===== config.mk =====
export PLATFORM = sky130hd
export DESIGN_NAME = sprite_pixel_blender_unit
export DESIGN_NICKNAME = d
export VERILOG_FILES = /design/src/design/spb_pkg.sv /design/src/design/sprite_pixel_blender_unit.sv
export VERILOG_INCLUDE_DIRS = /design/src /design/src/design
export SDC_FILE = /design/constraint.sdc
export NUM_CORES = 2
export LEC_CHECK = 0
export ABC_CLOCK_PERIOD_IN_PS = 5000
export BUFFER_PORTS_ARGS = -buffer_cell sky130_fd_sc_hd__buf_4
export CAP_MARGIN = 5
export CELL_PAD_IN_SITES_DETAIL_PLACEMENT = 1
export CELL_PAD_IN_SITES_GLOBAL_PLACEMENT = 1
export CORE_UTILIZATION = 45
export CTS_CLUSTER_DIAMETER = 30
export DETAILED_ROUTE_END_ITERATION = 8
export PLACE_DENSITY = 0.76
export SYNTH_ARGS = -nofsm -noshare
export SYNTH_HDL_FRONTEND = slang
export SYNTH_SLANG_ARGS = --single-unit

===== constraint.sdc =====
create_clock -name clk -period 5 [get_ports clk]
set_input_delay 1 -clock clk [delete_from_list [all_inputs] [get_ports clk]]
set_output_delay 1 -clock clk [all_outputs]
set_load 0.005 [all_outputs]

===== src/design/assert_macros.svh =====
// ----------------------------------------------------------------------------
// assert_macros.svh
// Shared concurrent assertion macros for the RTL in this folder.
// ----------------------------------------------------------------------------
`ifndef ASSERT_MACROS_SVH
`define ASSERT_MACROS_SVH

// Implication checked at every rising edge, off while reset is high.
`define ASSERT_CLK(label, clk_sig, rst_sig, prop, msg) \
  label: assert property (@(posedge clk_sig) disable iff (rst_sig) (prop)) \
    else $error(msg);

// Condition that must never be seen outside reset.
`define ASSERT_NEVER(label, clk_sig, rst_sig, cond, msg) \
  label: assert property (@(posedge clk_sig) disable iff (rst_sig) !(cond)) \
    else $error(msg);

`endif


===== src/design/spb_pkg.sv =====
// ----------------------------------------------------------------------------
// spb_pkg
// Types, codes and helpers for the sprite pixel blender.
// ----------------------------------------------------------------------------
package spb_pkg;

  localparam int unsigned PIPE_DEPTH = 5;

  typedef enum logic [1:0] {
    MODE_MASK   = 2'd0,
    MODE_SPRITE = 2'd1,
    MODE_LEGACY = 2'd2
  } mode_t;

  typedef enum logic [1:0] {
    REG_BLEND_MODE = 2'd0,
    REG_FADE_ALPHA = 2'd1,
    REG_MASK_COLOR = 2'd2
  } reg_idx_t;

  // Control that travels with each item down the pipe.
  typedef struct packed {
    logic vld;
    logic we;
    logic legacy;
    logic copy;
  } ctl_t;

  // floor(x/255) for x < 65280 via reciprocal approximation with correction.
  function automatic logic [7:0] div255(input logic [15:0] x);
    logic [16:0] sum;
    sum = {1'b0, x} + 17'(x[15:8]) + 17'd1;
    return sum[15:8];
  endfunction

endpackage


===== src/design/sprite_pixel_blender_unit.sv =====
// ----------------------------------------------------------------------------
// sprite_pixel_blender_unit
// ARGB8888 blender: mask color, sprite alpha and legacy saturating modes.
// ----------------------------------------------------------------------------
// Pipeline: done is raised when the started item leaves the last stage.
// Throughput: one item per cycle; busy is always low, the result is never stalled.
// The pipe has five stages: alpha scale, alpha divide, per-channel
// multiplies, channel sum, divide by 255 and assembly.
// Reset (rst, synchronous): clears all stage valids, loads mode 1, global
// alpha 255 and mask color 0xFFFFFF. The config channel is always ready.
`include "assert_macros.svh"

module sprite_pixel_blender_unit (
  input  logic        clk,
  input  logic        rst,
  input  logic        start,
  output logic        busy,
  input  logic [31:0] src_pixel,
  input  logic [7:0]  mask_alpha,
  input  logic [31:0] dst_pixel,
  input  logic        cfg_valid,
  output logic        cfg_ready,
  input  spb_pkg::reg_idx_t cfg_index,
  input  logic [23:0] cfg_data,
  output logic        done,
  output logic        write_enable,
  output logic [31:0] result_pixel
);
  import spb_pkg::*;

  mode_t       blend_mode;
  logic [7:0]  fade_alpha;
  logic [23:0] mask_color;

  assign busy      = 1'b0;
  assign cfg_ready = 1'b1;

  always_ff @(posedge clk) begin
    if (rst) begin
      blend_mode <= MODE_SPRITE;
      fade_alpha <= 8'hFF;
      mask_color <= 24'hFFFFFF;
    end else if (cfg_valid && cfg_ready) begin
      case (cfg_index)
        REG_BLEND_MODE: blend_mode <= mode_t'(cfg_data[1:0]);
        REG_FADE_ALPHA: fade_alpha <= cfg_data[7:0];
        REG_MASK_COLOR: mask_color <= cfg_data;
        default: ;
      endcase
    end
  end

  // ---------------- stage A: capture, write decision, alpha product
  logic        acc;
  logic        a_vld, a_we;
  mode_t       a_mode;
  logic [31:0] a_src, a_dst;
  logic [7:0]  a_mask;
  logic [15:0] a_prod;
  logic        we_in;

  assign acc = start && !busy;

  always_comb begin
    case (blend_mode)
      MODE_MASK:   we_in = (mask_alpha != 8'd0);
      MODE_SPRITE: we_in = (fade_alpha != 8'd0) && (src_pixel[31:24] != 8'd0);
      MODE_LEGACY: we_in = (src_pixel[31:24] != 8'd0);
      default:     we_in = 1'b0;
    endcase
  end

  always_ff @(posedge clk) begin
    if (rst) a_vld <= 1'b0;
    else     a_vld <= acc;
  end

  always_ff @(posedge clk) begin
    a_we   <= we_in;
    a_mode <= blend_mode;
    a_src  <= src_pixel;
    a_dst  <= dst_pixel;
    a_mask <= mask_alpha;
    a_prod <= 16'(src_pixel[31:24]) * 16'(fade_alpha);
  end

  // ---------------- stage B: effective alpha, source color select
  ctl_t             b_ctl;
  logic [7:0]       b_alpha;
  logic [2:0][7:0]  b_s;
  logic [31:0]      b_src, b_dst;
  logic [7:0]       alpha_a;

  assign alpha_a = (a_mode == MODE_MASK) ? a_mask : div255(a_prod);

  always_ff @(posedge clk) begin
    if (rst) b_ctl.vld <= 1'b0;
    else     b_ctl.vld <= a_vld;
    b_ctl.we     <= a_we;
    b_ctl.legacy <= (a_mode == MODE_LEGACY);
    b_ctl.copy   <= (a_mode == MODE_SPRITE) && (alpha_a == 8'hFF);
    b_alpha      <= alpha_a;
    b_s          <= (a_mode == MODE_MASK) ? mask_color : a_src[23:0];
    b_src        <= a_src;
    b_dst        <= a_dst;
  end

  // ---------------- stage C: per-channel products
  ctl_t              c_ctl;
  logic [2:0][15:0]  c_p1, c_p2;
  logic [2:0][7:0]   c_s;
  logic [31:0]       c_src, c_dst;
  logic [7:0]        inv_alpha;

  assign inv_alpha = 8'hFF - b_alpha;

  always_ff @(posedge clk) begin
    if (rst) c_ctl.vld <= 1'b0;
    else     c_ctl.vld <= b_ctl.vld;
    c_ctl.we     <= b_ctl.we;
    c_ctl.legacy <= b_ctl.legacy;
    c_ctl.copy   <= b_ctl.copy;
    c_s          <= b_s;
    c_src        <= b_src;
    c_dst        <= b_dst;
    for (int i = 0; i < 3; i++) begin
      if (b_ctl.legacy) begin
        c_p1[i] <= 16'd0;
        c_p2[i] <= 16'(8'hFF - b_s[i]) * 16'(b_dst[8*i +: 8]);
      end else begin
        c_p1[i] <= 16'(b_s[i]) * 16'(b_alpha);
        c_p2[i] <= 16'(b_dst[8*i +: 8]) * 16'(inv_alpha);
      end
    end
  end

  // ---------------- stage D: channel sums (legacy adds rounding bias)
  ctl_t              d_ctl;
  logic [2:0][15:0]  d_num;
  logic [2:0][7:0]   d_s;
  logic [31:0]       d_src, d_dst;

  always_ff @(posedge clk) begin
    if (rst) d_ctl.vld <= 1'b0;
    else     d_ctl.vld <= c_ctl.vld;
    d_ctl.we     <= c_ctl.we;
    d_ctl.legacy <= c_ctl.legacy;
    d_ctl.copy   <= c_ctl.copy;
    d_s          <= c_s;
    d_src        <= c_src;
    d_dst        <= c_dst;
    for (int i = 0; i < 3; i++) begin
      d_num[i] <= c_p1[i] + c_p2[i] + (c_ctl.legacy ? 16'd127 : 16'd0);
    end
  end

  // ---------------- stage E: divide, legacy add, result assembly
  logic [2:0][7:0] chan_e;
  logic [31:0]     pixel_e;

  always_comb begin
    logic [7:0] q;
    logic [8:0] sum;
    for (int i = 0; i < 3; i++) begin
      q   = div255(d_num[i]);
      sum = {1'b0, d_s[i]} + {1'b0, q};
      if (d_ctl.legacy) chan_e[i] = sum[8] ? 8'hFF : sum[7:0];
      else              chan_e[i] = q;
    end
    if (!d_ctl.we)       pixel_e = d_dst;
    else if (d_ctl.copy) pixel_e = d_src;
    else                 pixel_e = {8'hFF, chan_e};
  end

  always_ff @(posedge clk) begin
    if (rst) begin
      done         <= 1'b0;
      write_enable <= 1'b0;
    end else begin
      done         <= d_ctl.vld;
      write_enable <= d_ctl.vld && d_ctl.we;
    end
  end

  always_ff @(posedge clk) begin
    result_pixel <= pixel_e;
  end

  // ---------------- checks
  `ASSERT_CLK(a_done_follows_start, clk, rst, done |-> $past(start, PIPE_DEPTH),
    "done without a start PIPE_DEPTH cycles earlier")
  `ASSERT_CLK(a_nowrite_keeps_dst, clk, rst,
    (done && !write_enable) |-> (result_pixel == $past(dst_pixel, PIPE_DEPTH)),
    "no-write item does not return the destination pixel")
  `ASSERT_NEVER(a_we_without_done, clk, rst, write_enable && !done,
    "write_enable raised outside a done strobe")

endmodule


==> results.yml <==
finish:
  nFillCells: 9830
  top_regs: "c_p1 x48, c_p2 x48, d_num x48"
  drive_above_1_share: 0.121
  areaGrowthSynthToFinish_pct: 16.1
  final_nets: 5263
timing:
  finalClockSkew_ns: 0.0755
  fmax_ghz: 0.209
  drv_slew: 0
  setup_viol: 0
  holdWs_ns: 0.290
  period_needed_ns: 4.78
  slew-limit-headroom: 0.203
  hold_viol: 0
  rsz0062_at_grt: "false"
  post-route-period-util: 0.956
  tightest_slew_ns: 1.19
setup_path:
  worstPathArrival_ns: 5.31
  crit_family: "adder cells"
  crit_fanout: 12
  cp_cell_sequence: "nor2b_1 -> fa_1 -> fa_1 -> fa_1 -> inv_1 -> fa_1 -> inv_1 -> ha_1 -> o21a_1 -> nor2_1 -> nor3_1 -> a2111oi_2 -> a21oi_1 -> xnor2_1 -> mux2i_1"
  worst_setup_path_start_kind: "flop"
  worstSetupPathType: "flop to flop"
  slowest_delay_ns: 0.81
  critPathBufInv: 2
  crit_top_cell: "fa_1"
  cp_slowest_cell: "dfxtp_1"
  cp.required_ns: 5.54
  cp-end-kind: "flop"
placement:
  place_hpwl_mm: 81.5
  io_buffers: 135
  gp_congestion: 0.827
detailed_routing:
  drtAntennaViolNets: 0
  wl_per_cell_um: 19.8
  drtIter0Drc: 1195
  via_count: 28800
  route.detailed.drc: 0
  vias_per_cell: 5.19
  first_pass_iters: 5
  finalWirelength_mm: 110
global_route:
  grt_pass1_vias: 32300
  grt_remaining_overflow: 0
  grt_pass1_wl_mm: 175
  grt_max_degree: 75
  grtUsageTotal: 0.248
  antenna_found_initial: 6
logic_synthesis:
  ys_types: 76
  synth_area_leaders: "dfxtp_1 (29%), fa_1 (19%), ha_1 (15%)"
  synth_commonest_cells: "dfxtp_1 (588), inv_1 (582), ha_1 (484), fa_1 (390), nor2b_1 (328)"
  synth_top_area_share: 0.293
  synth_flop_cell: "dfxtp_1"
  yosys_warnings: 0
  ys_ff_latch: 588
  postSynthAreaPerCell_um2: 9.86
  synth_nets: 5049
  seq_area_frac_synth: 0.293
  yosys.area.top_type: "dfxtp_1"
  netlist_area_um2: 40100
  synthArstFlopShare: 0
  synth_edf_count: 0
  yosysMostFrequentCell: "dfxtp_1"
  synthCells: 4073
clocking:
  ctsHtreeMaxLevel: 3
  cts_buffers: 98
  cts_buffer_depth: 3
  cts.clk_slew.worst_paths_ns: 0.06
  cts_tree: "done"
  postCtsSetupBuffers: 0
  cts_root_buffer: "clkbuf_16"
  worstSkewPairLatency_ns: 0.69
  cts.sinks: 588
floorplanning:
  chipWidth_um: 301
  ioPinCount: 138
  die_h_um: 301
  core_area_um2: 88400
  initial_utilization: 0.454
  die-area_um2: 90400
  rows: 109
job:
  max_cap_violations: 0
worst_hold_path:
  hp-class: "flop to flop"
outcome:
  status: "complete, no violations"
worst register-to-register path: stages (launching register included):
cell,delay (ns)
dfxtp_1,0.81
nor2b_1,0.16
fa_1,0.41
fa_1,0.47
fa_1,0.55
inv_1,0.05
fa_1,0.47
inv_1,0.04
ha_1,0.32
o21a_1,0.20
nor2_1,0.14
nor3_1,0.09
a2111oi_2,0.47
a21oi_1,0.15
xnor2_1,0.20
mux2i_1,0.09
cell families (layout without fill, tap and decap cells):
kind of cell               count (synthesis)  after routing  share of synthesized area
AOI/OAI and AO/OA                        469            469                     0.0761
xor gates and xnor gates                 182            182                     0.0397
adders and majority gates                874            874                      0.345
buffers and inverters                    717           1014                     0.0674
DFF                                      588            588                      0.293
muxes                                     49             49                     0.0133
other                                      2              7                   0.000187
and+or+nand+nor                         1192           1192                      0.165
routing by layer:
layer / GRT usage / vias to the layer above / routed length, um
li1: - / 13500 / -
met4: 0.0751 / 2 / 2860
met5: 0 / - / 13
met3: 0.0351 / 172 / 4340
met2: 0.432 / 573 / 53500
met1: 0.317 / 14600 / 48900
cell type report:
type	count	area (um^2)	share of cell area
timing repair buffer	249	1930	0.0415
multi-input combinational	2768	25700	0.551
sequential	588	11800	0.254
tap	1165	1460	0.0313
clock buffer	105	2540	0.0545
antenna	5	12.5	0.000268
clock inverter	78	973	0.0209
inverter	582	2180	0.0469
repair_timing:
item | CTS | global route
cloned | 0 | 0
endpoints found under the hold margin | 0 | 0
resized for setup | 1 | 26
hold buffers | 0 | 0
setup endpoints to repair | 1 | 15
cells in the final DEF, fill, tap and decap left out, types with 36 or more instances in the layout:
| cell | n |
|---|---|
| inv_1 | 582 |
| dfxtp_1 | 557 |
| ha_1 | 484 |
| fa_1 | 390 |
| nor2b_1 | 328 |
| buf_4 | 244 |
| and2_1 | 220 |
| nand2_1 | 220 |
| a21oi_1 | 133 |
| nor2_1 | 124 |
| xnor2_1 | 120 |
| nand2b_1 | 117 |
| clkbuf_16 | 98 |
| o21ai_0 | 97 |
| xor2_1 | 62 |
| o21a_1 | 37 |
| nor3_1 | 37 |
| nand3b_1 | 36 |
path summary, 6_finish.rpt:
check          start       end  slack, ns  cells past startpoint
max reg2reg  b_s[18]  c_p2[47]       0.22                     15
min          c_s[17]   d_s[17]       0.29                      0
max          b_s[18]  c_p2[47]       0.22                     15
min reg2reg  c_s[17]   d_s[17]       0.29                      0
through the flow:
step           area (um^2)   util  setup TNS [ns]  worst slack (ns)  instances
6_report             46600  0.527               0             0.222       5540
5_1_grt              46600  0.527               0           0.00484       5539
4_1_cts              46500  0.527               0           0.00148       5535
3_5_place_dp         43000  0.487         -0.0398           -0.0328       5352
3_3_place_gp         43000  0.487               0            0.0750       5352
2_1_floorplan        40100      -               0             0.376       4073
Power is not shown: default switching activity piles up to over one toggle a cycle in this logic, so the estimate is an artifact.
